## src/sv/prgp_pkg.sv

```systemverilog
// ----------------------------------------------------------------------------
// prgp_pkg
// Shared types and constants of the pattern row gap packer.
// ----------------------------------------------------------------------------
package prgp_pkg;

    localparam int CHANNELS_DEF   = 8;
    localparam int FX_COLS        = 4;   // effect columns carried by one row word
    localparam int EFFECT_COLUMNS = 4;   // columns looked at; those past EFFECT_COLUMNS are absent
    localparam int VOICE_BYTES    = 5;
    localparam int NUM_STREAMS    = 4;

    localparam logic [7:0] NO_VOICE  = 8'd44;
    localparam logic [7:0] NO_EFFECT = 8'd255;
    localparam logic [7:0] MARKER    = 8'd255;
    localparam logic [7:0] GAP_MAX   = 8'd254;

    localparam logic [1:0] STREAM_NOTE  = 2'd0;
    localparam logic [1:0] STREAM_VOL   = 2'd1;
    localparam logic [1:0] STREAM_VOICE = 2'd2;
    localparam logic [1:0] STREAM_FX    = 2'd3;

    // Byte slots of one row, in output order
    localparam int SLOT_NOTE_GAP  = 0;
    localparam int SLOT_NOTE      = 1;
    localparam int SLOT_INST      = 2;
    localparam int SLOT_VOL_GAP   = 3;
    localparam int SLOT_VOL       = 4;
    localparam int SLOT_VOICE_GAP = 5;
    localparam int SLOT_VOICE0    = 6;
    localparam int SLOT_FX0       = SLOT_VOICE0 + VOICE_BYTES;
    localparam int SLOT_LONE0     = SLOT_FX0 + 3 * FX_COLS;
    localparam int NUM_SLOTS      = SLOT_LONE0 + NUM_STREAMS;
    localparam int SLOT_W         = $clog2(NUM_SLOTS);

    // Per-channel state word
    typedef struct packed {
        logic [NUM_STREAMS-1:0][7:0] gap;
        logic [NUM_STREAMS-1:0]      used;
        logic                        ovf;
    } t_entry;

    // One packed row handed to the byte emitter
    typedef struct packed {
        logic [NUM_SLOTS-1:0]        mask;
        logic [2:0]                  channel;
        logic                        ovf;
        logic [NUM_STREAMS-1:0][7:0] gap;
        logic [7:0]                  note;
        logic [7:0]                  inst;
        logic [7:0]                  vol;
        logic [VOICE_BYTES*8-1:0]    voice;
        logic [FX_COLS*8-1:0]        codes;
        logic [FX_COLS*8-1:0]        vals;
        logic [FX_COLS-1:0]          fx_first;
    } t_row;

endpackage

```

## src/sv/prgp_state_mem.sv

```systemverilog
// ----------------------------------------------------------------------------
// prgp_state_mem
// Per-channel state memory: registered read, valid bits for the
// zero reset value, and forwarding of a write that lands with a read.
// ----------------------------------------------------------------------------
module prgp_state_mem #(
    parameter int CHANNELS = prgp_pkg::CHANNELS_DEF,
    localparam int ADDR_W  = (CHANNELS > 1) ? $clog2(CHANNELS) : 1
) (
    input  logic                 i_clk,
    input  logic                 i_rst_n,
    input  logic                 i_rd_en,
    input  logic [ADDR_W-1:0]    i_rd_addr,
    input  logic                 i_wr_en,
    input  logic [ADDR_W-1:0]    i_wr_addr,
    input  prgp_pkg::t_entry     i_wr_data,
    output prgp_pkg::t_entry     o_rd_data
);

    prgp_pkg::t_entry mem [CHANNELS];
    prgp_pkg::t_entry r_rd;
    prgp_pkg::t_entry r_fwd;
    logic             r_fwd_hit;
    logic             r_rd_vld;
    logic [CHANNELS-1:0] r_vld;

    always_ff @(posedge i_clk) begin
        if (i_wr_en) begin
            mem[i_wr_addr] <= i_wr_data;
        end
        if (i_rd_en) begin
            r_rd  <= mem[i_rd_addr];
            r_fwd <= i_wr_data;
        end
    end

    always_ff @(posedge i_clk) begin
        if (!i_rst_n) begin
            r_vld     <= '0;
            r_rd_vld  <= 1'b0;
            r_fwd_hit <= 1'b0;
        end else begin
            if (i_wr_en) begin
                r_vld[i_wr_addr] <= 1'b1;
            end
            if (i_rd_en) begin
                r_rd_vld  <= r_vld[i_rd_addr];
                r_fwd_hit <= i_wr_en && (i_wr_addr == i_rd_addr);
            end
        end
    end

    always_comb begin
        if (r_fwd_hit) begin
            o_rd_data = r_fwd;
        end else if (r_rd_vld) begin
            o_rd_data = r_rd;
        end else begin
            o_rd_data = '0;
        end
    end

endmodule

```

## src/sv/prgp_byte_emitter.sv

```systemverilog
// ----------------------------------------------------------------------------
// prgp_byte_emitter
// Walks the enabled byte slots of one row, one word per cycle while the
// output is not stalled, into an output register.
// ----------------------------------------------------------------------------
module prgp_byte_emitter (
    input  logic           i_clk,
    input  logic           i_rst_n,
    input  logic           i_load,
    input  prgp_pkg::t_row i_row,
    output logic           o_can_load,
    output logic           o_valid,
    input  logic           i_ready,
    output logic [1:0]     o_stream,
    output logic [2:0]     o_out_channel,
    output logic [7:0]     o_data_byte,
    output logic           o_gap_overflow,
    output logic           o_last
);

    localparam int NS = prgp_pkg::NUM_SLOTS;

    prgp_pkg::t_row                r_row;
    logic [NS-1:0]                 r_mask;
    logic [NS-1:0]                 n_mask;
    logic [NS-1:0]                 mask_rest;
    logic [prgp_pkg::SLOT_W-1:0]   first;
    logic                          out_free;
    logic                          emit;
    logic [NS-1:0][7:0]            slot_byte;
    logic [NS-1:0][1:0]            slot_stream;

    logic                          r_o_valid;
    logic [1:0]                    r_o_stream;
    logic [2:0]                    r_o_channel;
    logic [7:0]                    r_o_byte;
    logic                          r_o_ovf;
    logic                          r_o_last;

    always_comb begin
        first = '0;
        for (int j = NS - 1; j >= 0; j--) begin
            if (r_mask[j]) begin
                first = prgp_pkg::SLOT_W'(j);
            end
        end
    end

    always_comb begin
        slot_byte   = '0;
        slot_stream = '0;
        slot_byte[prgp_pkg::SLOT_NOTE_GAP]    = r_row.gap[prgp_pkg::STREAM_NOTE];
        slot_byte[prgp_pkg::SLOT_NOTE]        = r_row.note;
        slot_byte[prgp_pkg::SLOT_INST]        = r_row.inst;
        slot_byte[prgp_pkg::SLOT_VOL_GAP]     = r_row.gap[prgp_pkg::STREAM_VOL];
        slot_byte[prgp_pkg::SLOT_VOL]         = r_row.vol;
        slot_byte[prgp_pkg::SLOT_VOICE_GAP]   = r_row.gap[prgp_pkg::STREAM_VOICE];
        slot_stream[prgp_pkg::SLOT_NOTE_GAP]  = prgp_pkg::STREAM_NOTE;
        slot_stream[prgp_pkg::SLOT_NOTE]      = prgp_pkg::STREAM_NOTE;
        slot_stream[prgp_pkg::SLOT_INST]      = prgp_pkg::STREAM_NOTE;
        slot_stream[prgp_pkg::SLOT_VOL_GAP]   = prgp_pkg::STREAM_VOL;
        slot_stream[prgp_pkg::SLOT_VOL]       = prgp_pkg::STREAM_VOL;
        slot_stream[prgp_pkg::SLOT_VOICE_GAP] = prgp_pkg::STREAM_VOICE;
        for (int i = 0; i < prgp_pkg::VOICE_BYTES; i++) begin
            slot_byte[prgp_pkg::SLOT_VOICE0 + i]   = r_row.voice[8*i +: 8];
            slot_stream[prgp_pkg::SLOT_VOICE0 + i] = prgp_pkg::STREAM_VOICE;
        end
        for (int k = 0; k < prgp_pkg::FX_COLS; k++) begin
            // first present column carries the gap, later ones the marker
            slot_byte[prgp_pkg::SLOT_FX0 + 3*k]     = r_row.fx_first[k]
                ? r_row.gap[prgp_pkg::STREAM_FX] : prgp_pkg::MARKER;
            slot_byte[prgp_pkg::SLOT_FX0 + 3*k + 1] = r_row.codes[8*k +: 8];
            slot_byte[prgp_pkg::SLOT_FX0 + 3*k + 2] = r_row.vals[8*k +: 8];
            slot_stream[prgp_pkg::SLOT_FX0 + 3*k]     = prgp_pkg::STREAM_FX;
            slot_stream[prgp_pkg::SLOT_FX0 + 3*k + 1] = prgp_pkg::STREAM_FX;
            slot_stream[prgp_pkg::SLOT_FX0 + 3*k + 2] = prgp_pkg::STREAM_FX;
        end
        for (int s = 0; s < prgp_pkg::NUM_STREAMS; s++) begin
            slot_byte[prgp_pkg::SLOT_LONE0 + s]   = r_row.gap[s];
            slot_stream[prgp_pkg::SLOT_LONE0 + s] = 2'(s);
        end
    end

    assign out_free   = !r_o_valid || i_ready;
    assign emit       = (r_mask != '0) && out_free;
    assign mask_rest  = r_mask & ~(NS'(1) << first);
    assign o_can_load = emit ? (mask_rest == '0) : (r_mask == '0);

    always_comb begin
        n_mask = r_mask;
        if (i_load) begin
            n_mask = i_row.mask;
        end else if (emit) begin
            n_mask = mask_rest;
        end
    end

    always_ff @(posedge i_clk) begin
        if (!i_rst_n) begin
            r_mask    <= '0;
            r_o_valid <= 1'b0;
        end else begin
            r_mask <= n_mask;
            if (out_free) begin
                r_o_valid <= emit;
            end
        end
    end

    always_ff @(posedge i_clk) begin
        if (i_load) begin
            r_row <= i_row;
        end
        if (emit) begin
            r_o_stream  <= slot_stream[first];
            r_o_channel <= r_row.channel;
            r_o_byte    <= slot_byte[first];
            r_o_ovf     <= r_row.ovf;
            r_o_last    <= (mask_rest == '0);
        end
    end

    assign o_valid        = r_o_valid;
    assign o_stream       = r_o_stream;
    assign o_out_channel  = r_o_channel;
    assign o_data_byte    = r_o_byte;
    assign o_gap_overflow = r_o_ovf;
    assign o_last         = r_o_last;

endmodule

```

## src/sv/pattern_row_gap_packer_unit.sv

```systemverilog
// ----------------------------------------------------------------------------
// pattern_row_gap_packer_unit
// Packs channel pattern rows into note, volume, voice and effect gap streams.
// ----------------------------------------------------------------------------
// A row word is taken into the input register; its channel state is read
// from a registered memory, updated and written back as the row loads into
// the byte emitter, and the row then drains as one output word per cycle
// while the output is not stalled. A row makes up to 23 words; the byte
// emitter is the bottleneck. Rows for any channel may follow each other
// directly: a write-back to the channel being read is forwarded. Rows whose
// channel is at or above CHANNELS are taken and dropped.
module pattern_row_gap_packer_unit #(
    parameter int CHANNELS = prgp_pkg::CHANNELS_DEF
) (
    input  logic                 i_clk,
    input  logic                 i_rst_n,
    input  logic                 i_valid,
    output logic                 o_ready,
    input  logic [2:0]           i_channel,
    input  logic signed [8:0]    i_note,
    input  logic signed [8:0]    i_instrument,
    input  logic signed [8:0]    i_volume,
    input  logic [39:0]          i_voice_bytes,
    input  logic [31:0]          i_effect_codes,
    input  logic [31:0]          i_effect_values,
    input  logic                 i_last_row,
    output logic                 o_valid,
    input  logic                 i_ready,
    output logic [1:0]           o_stream,
    output logic [2:0]           o_out_channel,
    output logic [7:0]           o_data_byte,
    output logic                 o_gap_overflow,
    output logic                 o_last
);

    localparam int ADDR_W = (CHANNELS > 1) ? $clog2(CHANNELS) : 1;
    localparam int NST    = prgp_pkg::NUM_STREAMS;

    logic                 accept;
    logic                 in_range;
    logic                 a_adv;
    logic                 can_load;

    logic                 r_a_valid;
    logic [2:0]           r_a_channel;
    logic signed [8:0]    r_a_note;
    logic signed [8:0]    r_a_inst;
    logic signed [8:0]    r_a_vol;
    logic [39:0]          r_a_voice;
    logic [31:0]          r_a_codes;
    logic [31:0]          r_a_vals;
    logic                 r_a_last;

    prgp_pkg::t_entry     ent;
    prgp_pkg::t_entry     wr_ent;
    prgp_pkg::t_row       row;

    logic [NST-1:0]       has_ev;
    logic [NST-1:0]       used_new;
    logic                 ovf_new;
    logic [prgp_pkg::FX_COLS-1:0] fx_present;
    logic [prgp_pkg::FX_COLS-1:0] fx_first;
    logic [NST-1:0][7:0]  g_emit;
    logic [NST-1:0][7:0]  g_next;
    logic                 seen_fx;

    assign in_range = (32'(i_channel) < CHANNELS);
    assign a_adv    = r_a_valid && can_load;
    assign o_ready  = !r_a_valid || can_load;
    assign accept   = i_valid && o_ready;

    always_ff @(posedge i_clk) begin
        if (!i_rst_n) begin
            r_a_valid <= 1'b0;
        end else if (accept) begin
            r_a_valid <= in_range;
        end else if (a_adv) begin
            r_a_valid <= 1'b0;
        end
    end

    always_ff @(posedge i_clk) begin
        if (accept) begin
            r_a_channel <= i_channel;
            r_a_note    <= i_note;
            r_a_inst    <= i_instrument;
            r_a_vol     <= i_volume;
            r_a_voice   <= i_voice_bytes;
            r_a_codes   <= i_effect_codes;
            r_a_vals    <= i_effect_values;
            r_a_last    <= i_last_row;
        end
    end

    prgp_state_mem #(
        .CHANNELS (CHANNELS)
    ) u_state_mem (
        .i_clk     (i_clk),
        .i_rst_n   (i_rst_n),
        .i_rd_en   (accept),
        .i_rd_addr (ADDR_W'(i_channel)),
        .i_wr_en   (a_adv),
        .i_wr_addr (ADDR_W'(r_a_channel)),
        .i_wr_data (wr_ent),
        .o_rd_data (ent)
    );

    // Row update: events, gap bump with saturation, write-back word, packed row
    always_comb begin
        has_ev[prgp_pkg::STREAM_NOTE]  = !r_a_note[8];
        has_ev[prgp_pkg::STREAM_VOL]   = !r_a_vol[8];
        has_ev[prgp_pkg::STREAM_VOICE] = 1'b0;
        for (int i = 0; i < prgp_pkg::VOICE_BYTES; i++) begin
            if (r_a_voice[8*i +: 8] != prgp_pkg::NO_VOICE) begin
                has_ev[prgp_pkg::STREAM_VOICE] = 1'b1;
            end
        end
        seen_fx = 1'b0;
        for (int k = 0; k < prgp_pkg::FX_COLS; k++) begin
            fx_present[k] = (k < prgp_pkg::EFFECT_COLUMNS)
                         && (r_a_codes[8*k +: 8] != prgp_pkg::NO_EFFECT);
            fx_first[k]   = fx_present[k] && !seen_fx;
            seen_fx       = seen_fx || fx_present[k];
        end
        has_ev[prgp_pkg::STREAM_FX] = seen_fx;

        ovf_new = ent.ovf;
        for (int s = 0; s < NST; s++) begin
            if (has_ev[s]) begin
                g_emit[s] = ent.gap[s];
                g_next[s] = '0;
            end else if (ent.gap[s] >= prgp_pkg::GAP_MAX) begin
                g_emit[s] = prgp_pkg::GAP_MAX;
                g_next[s] = prgp_pkg::GAP_MAX;
                ovf_new   = 1'b1;
            end else begin
                g_emit[s] = ent.gap[s] + 8'd1;
                g_next[s] = ent.gap[s] + 8'd1;
            end
        end
        used_new = ent.used | has_ev;

        if (r_a_last) begin
            wr_ent = '0;
        end else begin
            wr_ent.gap  = g_next;
            wr_ent.used = used_new;
            wr_ent.ovf  = ovf_new;
        end

        row.mask = '0;
        row.mask[prgp_pkg::SLOT_NOTE_GAP]  = has_ev[prgp_pkg::STREAM_NOTE];
        row.mask[prgp_pkg::SLOT_NOTE]      = has_ev[prgp_pkg::STREAM_NOTE];
        row.mask[prgp_pkg::SLOT_INST]      = has_ev[prgp_pkg::STREAM_NOTE];
        row.mask[prgp_pkg::SLOT_VOL_GAP]   = has_ev[prgp_pkg::STREAM_VOL];
        row.mask[prgp_pkg::SLOT_VOL]       = has_ev[prgp_pkg::STREAM_VOL];
        row.mask[prgp_pkg::SLOT_VOICE_GAP] = has_ev[prgp_pkg::STREAM_VOICE];
        for (int i = 0; i < prgp_pkg::VOICE_BYTES; i++) begin
            row.mask[prgp_pkg::SLOT_VOICE0 + i] = has_ev[prgp_pkg::STREAM_VOICE];
        end
        for (int k = 0; k < prgp_pkg::FX_COLS; k++) begin
            row.mask[prgp_pkg::SLOT_FX0 + 3*k]     = fx_present[k];
            row.mask[prgp_pkg::SLOT_FX0 + 3*k + 1] = fx_present[k];
            row.mask[prgp_pkg::SLOT_FX0 + 3*k + 2] = fx_present[k];
        end
        // streams silent for the whole frame send their gap on the last row
        for (int s = 0; s < NST; s++) begin
            row.mask[prgp_pkg::SLOT_LONE0 + s] = r_a_last && !used_new[s];
        end
        row.channel  = r_a_channel;
        row.ovf      = ovf_new;
        row.gap      = g_emit;
        row.note     = r_a_note[7:0];
        row.inst     = r_a_inst[7:0];
        row.vol      = r_a_vol[7:0];
        row.voice    = r_a_voice;
        row.codes    = r_a_codes;
        row.vals     = r_a_vals;
        row.fx_first = fx_first;
    end

    prgp_byte_emitter u_emitter (
        .i_clk          (i_clk),
        .i_rst_n        (i_rst_n),
        .i_load         (a_adv),
        .i_row          (row),
        .o_can_load     (can_load),
        .o_valid        (o_valid),
        .i_ready        (i_ready),
        .o_stream       (o_stream),
        .o_out_channel  (o_out_channel),
        .o_data_byte    (o_data_byte),
        .o_gap_overflow (o_gap_overflow),
        .o_last         (o_last)
    );

endmodule

```

## config.mk

```make
export PLATFORM = sky130hd
export DESIGN_NAME = pattern_row_gap_packer_unit
export DESIGN_NICKNAME = d
export VERILOG_FILES = /design/src/sv/prgp_pkg.sv /design/src/sv/prgp_state_mem.sv /design/src/sv/prgp_byte_emitter.sv /design/src/sv/pattern_row_gap_packer_unit.sv
export SDC_FILE = /design/constraint.sdc
export NUM_CORES = 1
export LEC_CHECK = 0
export ABC_AREA = 1
export BUFFER_PORTS_ARGS = -buffer_cell sky130_fd_sc_hd__clkbuf_2
export CORE_ASPECT_RATIO = 1.5
export CORE_MARGIN = 5
export CORE_UTILIZATION = 61
export CTS_CLUSTER_SIZE = 20
export DETAILED_ROUTE_END_ITERATION = 7
export PLACE_DENSITY_LB_ADDON = 0.12
export SYNTH_ARGS = -nofsm -noshare
export SYNTH_HDL_FRONTEND = slang
export SYNTH_HIERARCHICAL = 1
export SYNTH_SLANG_ARGS = --single-unit
```

## constraint.sdc

```tcl
create_clock -name i_clk -period 15.36 [get_ports i_clk]
set_input_delay 0.768 -clock i_clk [delete_from_list [all_inputs] [get_ports i_clk]]
set_output_delay 0.768 -clock i_clk [all_outputs]
set_load 0.1 [all_outputs]
```

## Yosys cells after proc, flatten, opt, wreduce, memory -nomap -nowiden

Memories as Yosys holds them, arrays and structs flattened. A register that Yosys moved wholly into a read port is not among the register bits.
Index checks and enable logic that the tools add are counted.

- Flip-flop bits (word level): 391
- Output and inout port bits: 17
- Input port bits: 139
- Bits in writable memories: 296
- Word-level logic and storage cells: 171
- Memories kept: 2
- ROM bits: 64

Memory list:

| memory | words | width | rd ports | clocked after Yosys merged registers in | wr ports | line | RTL |
|---|---|---|---|---|---|---|---|
| u_state_mem.mem | 8 | 37 | 1 | 1 | 1 | prgp_state_mem.sv:20 | `prgp_pkg::t_entry mem [CHANNELS];` |
| (no name shown) | 32 | 2 | 1 | 1 | 0 | prgp_byte_emitter.sv:115 | `r_o_stream <= slot_stream[first];` |

- Add/sub/neg operators: 4
- Muxes and demuxes: 72
- Equality and inequality tests: 10
- Shift operators: 1
- Reduce and logical (&&, ||, !) cells: 33
- Magnitude comparators: 8
- Bitwise operators: 4

Operators by type and width:

| cell | count |
|---|---|
| $mux W8 | 17 |
| $mux W5 | 27 |
| $mux W37 | 3 |
| $logic_not A27 Y1 | 2 |
| $mux W27 | 2 |
| $bmux W8 S5 | 1 |
| $ne A8 B6 Y1 const B | 5 |
| $add A8 B1 Y8 const B | 4 |
| $ge A8 B8 Y1 const B | 4 |
| $ne A8 B8 Y1 const B | 4 |
| $and A27 B27 Y27 | 1 |
| $not A27 Y27 | 1 |
| $reduce_bool A27 Y1 | 1 |
| $shl A1 B5 Y27 const A | 1 |
| $mux W1 | 20 |
| $logic_and A1 B1 Y1 | 12 |
| $logic_not A1 Y1 | 11 |
| $lt A3 B4 Y1 const B | 2 |
| $or A8 B8 Y8 | 1 |
| $lt A5 B6 Y1 const B | 1 |
| $logic_or A1 B1 Y1 | 5 |
| $or A4 B4 Y4 | 1 |
| $reduce_bool A2 Y1 | 2 |
| $bmux W1 S3 | 1 |
| 3 further kinds | 3 |

## Logic depth before layout (Yosys ltp)

- Depth in word-level cells: 35
- Gate-level depth with buffers: 42
- Gate-level depth less buffers: 42

## Hierarchy

The synthesis kept the hierarchy.

By module, submodules not included:

| module | cells an instance | seq. area each (um^2) | area an instance (um^2) | times used |
|---|---|---|---|---|
| prgp_state_mem | 1115 | 11310.8 | 14669.1 | 1 |
| prgp_byte_emitter | 946 | 6055.8 | 9385.3 | 1 |
| pattern_row_gap_packer_unit | 520 | 4043.9 | 5876.9 | 1 |

## Worst setup path after synthesis

OpenSTA, ideal clock, no wires.

- Kind: register -> register
- Start: register u_emitter.r_mask[24]
- End: register u_state_mem.r_fwd_hit
- Library setup time: 170 ps
- Buffers on the path: 0
- Data arrival time: 13749 ps
- Stages on the path, launching flop included: 39
- Period minus slack after synthesis: 13919 ps
- Path slack: 1441 ps
- Required time: 15190 ps
- Path through: dfxtp_1 -> inv_2 -> nand2_1 -> nand2_1 -> nand2_1 -> nand2_1 -> nand2_1 -> nand2_1 -> nand2_1 -> nand2_1 -> nand2_1 -> nand2_1 -> nand2_1 -> nand2_1 -> nand2_1 -> nand2_1 -> nand2_1 -> nand2_1 -> [... 3 more ...] -> nand2_1 -> nand2_2 -> nand2_4 -> nand2_8 -> nand2_8 -> nand2_2 -> nand2_1 -> nor2_2 -> nand3_1 -> nand2_1 -> nand2_1 -> nor2_1 -> nand4_1 -> nand2_1 -> inv_1 -> a21oi_1 -> o21ai_0 -> a21oi_1

- Cells in the longest elaborated chain, start to end: 32
- Elaborated cells on any way between the ends: 37
- Classes of those cells: shift: 1; mux: 26; bitwise: 2; reduce/logical: 8

RTL lines:

| what | line | RTL |
|---|---|---|
| from (decl) | prgp_byte_emitter.sv:24 | `logic [NS-1:0] r_mask;` |
| from (signal assigned) | prgp_byte_emitter.sv:103 | `r_mask <= n_mask;` |
| $mux W5 (25 in series) | prgp_byte_emitter.sv:43 | `if (r_mask[j]) begin` |
| $shl A1 B5 Y27 | prgp_byte_emitter.sv:86 | `assign mask_rest = r_mask & ~(NS'(1) << first);` |
| $not A27 Y27 | prgp_byte_emitter.sv:86 |  |
| $and A27 B27 Y27 | prgp_byte_emitter.sv:86 |  |
| $logic_not A27 Y1 | prgp_byte_emitter.sv:87 | `assign o_can_load = emit ? (mask_rest == '0) : (r_mask == '0);` |
| $mux W1 (*) | prgp_byte_emitter.sv:87 |  |
| via can_load | pattern_row_gap_packer_unit.sv:42 | `logic can_load;` |
| $logic_or A1 B1 Y1 (*) | pattern_row_gap_packer_unit.sv:69 | `assign o_ready = !r_a_valid \|\| can_load;` |
| $logic_and A1 B1 Y1 (*) | pattern_row_gap_packer_unit.sv:70 | `assign accept = i_valid && o_ready;` |
| via accept | pattern_row_gap_packer_unit.sv:39 | `logic accept;` |
| to (signal assigned) | prgp_state_mem.sv:48 | `r_fwd_hit <= i_wr_en && (i_wr_addr == i_rd_addr);` |
| to (decl) | prgp_state_mem.sv:23 | `logic r_fwd_hit;` |

The timed path passes the listed nets; every way through them passes the cells marked *.
A chain may end at the register's enable or synchronous reset.

## Worst setup path after layout

- Start: register u_emitter.r_mask[0]
- End: memory u_state_mem/mem[5][25] (netlist name) (enable)

- Cells in the longest elaborated chain, start to end: 9
- Elaborated cells on any way between the ends: 12
- Classes of those cells: shift: 1; mux: 4; bitwise: 2; reduce/logical: 5

RTL lines:

| what | line | RTL |
|---|---|---|
| $mux W5 | prgp_byte_emitter.sv:43 |  |
| $shl A1 B5 Y27 | prgp_byte_emitter.sv:86 |  |
| $not A27 Y27 | prgp_byte_emitter.sv:86 |  |
| $and A27 B27 Y27 | prgp_byte_emitter.sv:86 |  |
| $logic_not A27 Y1 | prgp_byte_emitter.sv:87 |  |
| $mux W1 (*) | prgp_byte_emitter.sv:87 |  |
| via can_load | pattern_row_gap_packer_unit.sv:42 |  |
| $logic_and A1 B1 Y1 (*) | pattern_row_gap_packer_unit.sv:68 | `assign a_adv = r_a_valid && can_load;` |
| via a_adv | pattern_row_gap_packer_unit.sv:41 | `logic a_adv;` |
| $mux W1 (*) | prgp_state_mem.sv:28 | `if (i_wr_en) begin` |
| $mux W1 (implied by the code) (*) | prgp_state_mem.sv:29 | `mem[i_wr_addr] <= i_wr_data;` |
| to (decl) | prgp_state_mem.sv:20 |  |

Marked as above.

==> results.rst <==
.. list-table::
   :header-rows: 1

   * - Metric
     - Value
   * - Total number of vias
     - 20100
   * - FFs w/ async S/R, synth
     - 0%
   * - Number of clock buffers inserted by TritonCTS
     - 68
   * - Die height
     - 281 um
   * - Number of global-route vias before repair
     - 20000
   * - Final critical path time including I/O delays and setup
     - 6.13 ns
   * - Part of the cycle the worst path needs
     - 39.9%
   * - Total congestion overflow
     - 0
   * - Power share of the combinational group
     - 37.8%
   * - Category of the worst setup path launch point
     - flip-flop
   * - Depth of the CTS H-tree
     - 3
   * - Cell count after synthesis
     - 2581
   * - Critical Path Fanout Max
     - 133
   * - Fmax
     - 163 MHz
   * - First-pass DRT Iterations
     - 6
   * - Final Skew
     - 0.0212 ns
   * - RSZ-0062 raised after global routing
     - false
   * - Fraction of the yosys area taken by sequential cells
     - 71.5%
   * - Iter 0 DRT Violations
     - 1514
   * - Leading cell types in the layout, fill and taps excluded
     - edfxtp_1 (687), nand2_1 (621), nor2_1 (308), o21ai_0 (206), clkbuf_2 (153)
   * - Number of synthesis warnings
     - 6
   * - HPWL after detailed placement
     - 47.5 mm
   * - Switching power
     - 3.21 mW
   * - Number of synthesized register bits
     - 726
   * - Peak ir drop on the vdd network
     - 0.000156 V
   * - Arrival time at the worst endpoint
     - 6.35 ns
   * - Total global-route track usage
     - 28.3%
   * - Reg-to-reg critical path endpoint
     - u_state_mem/mem[5][25]
   * - Outcome
     - complete, no violations
   * - Clock Pin Slew Worst Setup and Hold Paths
     - 0.06 ns
   * - Initial Utilization
     - 61.5%
   * - Global routing met3 resource utilization
     - 4.03%
   * - Synthesized cell area
     - 0.0299 mm2
   * - Wire length reported by the detailed router
     - 76.3 mm
   * - Final hold violation count
     - 0
   * - Power density over the cells
     - 234 mW/mm2
   * - Max-slew violation total from the final report
     - 0
   * - Residual DRC count
     - 0
   * - Via density per instance
     - 5.87
   * - Pin count of the biggest net entering global routing
     - 134
   * - Post-synth net total
     - 2728
   * - Syn Area/Cell
     - 11.6 um2
   * - Buffer cell driving the clock tree root
     - clkbuf_16
   * - Accumulated negative setup slack
     - 0 ns
   * - Number of synthesized flops with an enable pin
     - 687
   * - Chip Width
     - 191 um
   * - Gp weighted congestion
     - 0.959
   * - Area share of the leading cell type in the synthesized netlist
     - 68.9%
   * - Distinct cell type count after synthesis
     - 49
   * - Commonest register cell after synthesis
     - edfxtp_1
   * - Proportion of layout cells with a drive suffix above 1
     - 11.7%
   * - Area growth from synthesis to layout
     - 11.3%
   * - Total placed instance area
     - 0.0312 mm2
   * - Internal power of the cells
     - 4.57 mW
   * - # setup viols final
     - 0
   * - GRT Max-Usage Layer
     - met2
   * - Number of standard-cell rows in the floorplan
     - 99
   * - Sw frac
     - 41.3%
   * - Crit path capture type
     - flip-flop
   * - # IOs
     - 156
   * - Max-cap viol count
     - 0
   * - Proportion of power drawn by the clock network
     - 20.9%
   * - Number of antenna violations at the first check in global routing
     - 4
   * - # resized after CTS
     - 0
   * - Reg2Reg Setup Slack
     - 9.23 ns
   * - Critical register-to-register path startpoint
     - u_emitter/r_mask[0]
   * - Leakage component of the power
     - 12.3 nW
   * - Terminating pin of the worst hold path
     - r_a_voice[9]
   * - Most common cell after layout, fill and taps aside
     - edfxtp_1
   * - Wire length of the first global-routing pass
     - 115 mm
   * - Part of the power in registers
     - 41.3%
   * - Type of the setup path with the least slack
     - flip-flop to flip-flop
   * - Total Nets Final
     - 2863
   * - Cell depth of the worst hold path
     - 1
   * - Total clock sinks
     - 726
   * - Standard cell core area
     - 0.0487 mm2
   * - Hold_buf cts
     - 0
   * - Largest cells by area after synthesis
     - edfxtp_1 (69%), nand2_1 (7.8%), nor2_1 (4.0%), o21ai_0 (3.4%), dfxtp_1 (2.6%)
   * - Global Route met2 Usage
     - 49.8%
   * - Clock tree from TritonCTS
     - built
   * - Area leader, netlist
     - edfxtp_1
   * - Insertion delay of the later-clocked pin in the worst-skew pair
     - 0.60 ns
   * - Worst Max-Slew Pin Slew
     - 1.08 ns
   * - Worst min-delay path category
     - input port to flip-flop
   * - Buffers from clock root to sink, at most
     - 3
   * - Worst hold path startpoint
     - i_voice_bytes[9]
   * - Endpoint required time on the critical path
     - 15.59 ns
   * - Routed Antenna Nets
     - 0
   * - Final design instance area without fill
     - 0.0333 mm2
   * - IO buf count
     - 154
   * - Fillcell total
     - 3508
   * - Max-Slew Margin vs Limit
     - 27.8%
   * - Worst R2R Path Depth
     - 23
   * - Area of the die
     - 0.0537 mm2
   * - Global routing usage on met1
     - 34.3%
   * - Buffers inserted during post-CTS setup optimization
     - 0
   * - Average wire per standard cell
     - 22.3 um
-- cells in the mapped netlist (all sizes together), types with 4 or more instances --
cell	instances
a21oi	53
o22ai	76
nand2	628
xor2	7
edfxtp	687
clkbuf	52
nand4	61
a31oi	29
inv	145
buf	65
dfxtp	39
o31ai	5
o21ai	234
nand3	129
a211oi	4
nor2	325
ha	8
nor3	16
-- per-stage QoR --
stage | setup slack (ns) | std cells | util (%) | total power, mW | hold WS (ns)
after global placement | 9.32 | 3302 | 64.0 | 6.07 | 0.402
final | 9.23 | 3428 | 68.4 | 7.78 | 0.348
after CTS | 9.24 | 3424 | 68.4 | 7.76 | 0.313
after global routing | 8.81 | 3428 | 68.4 | 8.17 | 0.327
after floorplan | 1.44 | 2581 | - | 5.29 | 0.400
after detailed placement | 9.27 | 3302 | 64.0 | 6.12 | 0.405
-- power groups by stage --
stage / logic (mW) / registers, mW / clock network [mW]
CTS: 2.89 / 3.21 / 1.66
detailed placement: 2.88 / 3.24 / 0
global placement: 2.84 / 3.23 / 0
floorplan: 1.90 / 3.38 / 0
global route: 3.18 / 3.25 / 1.74
finish: 2.94 / 3.21 / 1.63
-- how the worst max path moves through the flow --
stage / slack, ns / to / cells past startpoint / startpoint
after CTS: 9.24 / u_state_mem/mem[7][21] / 25 / u_emitter/r_mask[0]
after global placement: 9.32 / u_state_mem/mem[5][24] / 25 / u_emitter/r_mask[0]
after detailed placement: 9.27 / u_state_mem/mem[5][24] / 25 / u_emitter/r_mask[0]
after floorplan: 1.44 / u_state_mem/r_fwd_hit / 38 / u_emitter/r_mask[24]
final: 9.23 / u_state_mem/mem[5][25] / 23 / u_emitter/r_mask[0]
after global routing: 8.81 / u_state_mem/mem[7][23] / 25 / u_emitter/r_mask[0]
-- state kept, by name (all words and copies together), names as in the netlist --
name and flops:
r_a_voice 40, r_a_channel 3, u_state_mem/r_vld 8, u_state_mem/r_fwd_hit 1, u_state_mem/r_fwd 37, u_emitter/o_out_channel 3
r_a_valid 1, u_emitter/o_last 1, u_emitter/o_data_byte 8, u_emitter/o_valid 1, u_state_mem/mem 296, u_emitter/o_gap_overflow 1
r_a_note 9, u_state_mem/r_rd_vld 1, u_emitter/o_stream 2, r_a_last 1, u_emitter/r_mask 27, u_state_mem/r_rd 37
r_a_inst 8, r_a_vals 32, r_a_vol 9, r_a_codes 32, u_emitter/r_row 168
-- layout make-up --
type	count	area, um2	area share [%]
Antenna cell	4	10.0	0.0301
Clock buffer	83	1830	5.50
Clock inverter	39	305	0.917
Inverter	148	576	1.73
Multi-Input combinational cell	1590	7370	22.1
Sequential cell	726	21400	64.3
Tap cell	656	821	2.46
Timing Repair Buffer	182	983	2.95
-- kinds of logic after synthesis --
group,Yosys count,synth area share [%]
AND/OR/NAND/NOR,1160,16.1
flip-flops,726,71.5
AO/OA/AOI/OAI,412,7.62
buffers and inverters,265,4.14
XOR/XNOR,10,0.293
adder cells (fa/ha/maj),8,0.334
-- worst max-delay path: stages, from the launching register on --
cell and delay [ns]:
dfxtp_1 0.31, inv_1 0.31, nand2_1 0.18, nor3_1 0.22
inv_1 0.10, a21oi_2 0.11, buf_4 0.30, inv_1 0.09
nor2_1 0.74, nand4_1 0.24, nand2_1 0.13, nand2_1 0.06
nor2_1 0.09, nand2_1 0.08, nor2_1 0.10, nand2_1 0.06
nor2_1 0.24, nand4_1 0.14, nand2_1 0.11, nand2_1 0.14
inv_8 0.65, nand2_1 0.46, nor2_4 0.19, buf_4 0.60
-- metal layers --
layer / routed length, um / part of all wire (%)
met2: 39600 / 52
met3: 5170 / 6.8
met1: 28200 / 37
met5: 0 / 0
met4: 3430 / 4.5
(Power assumes the default switching activity.)
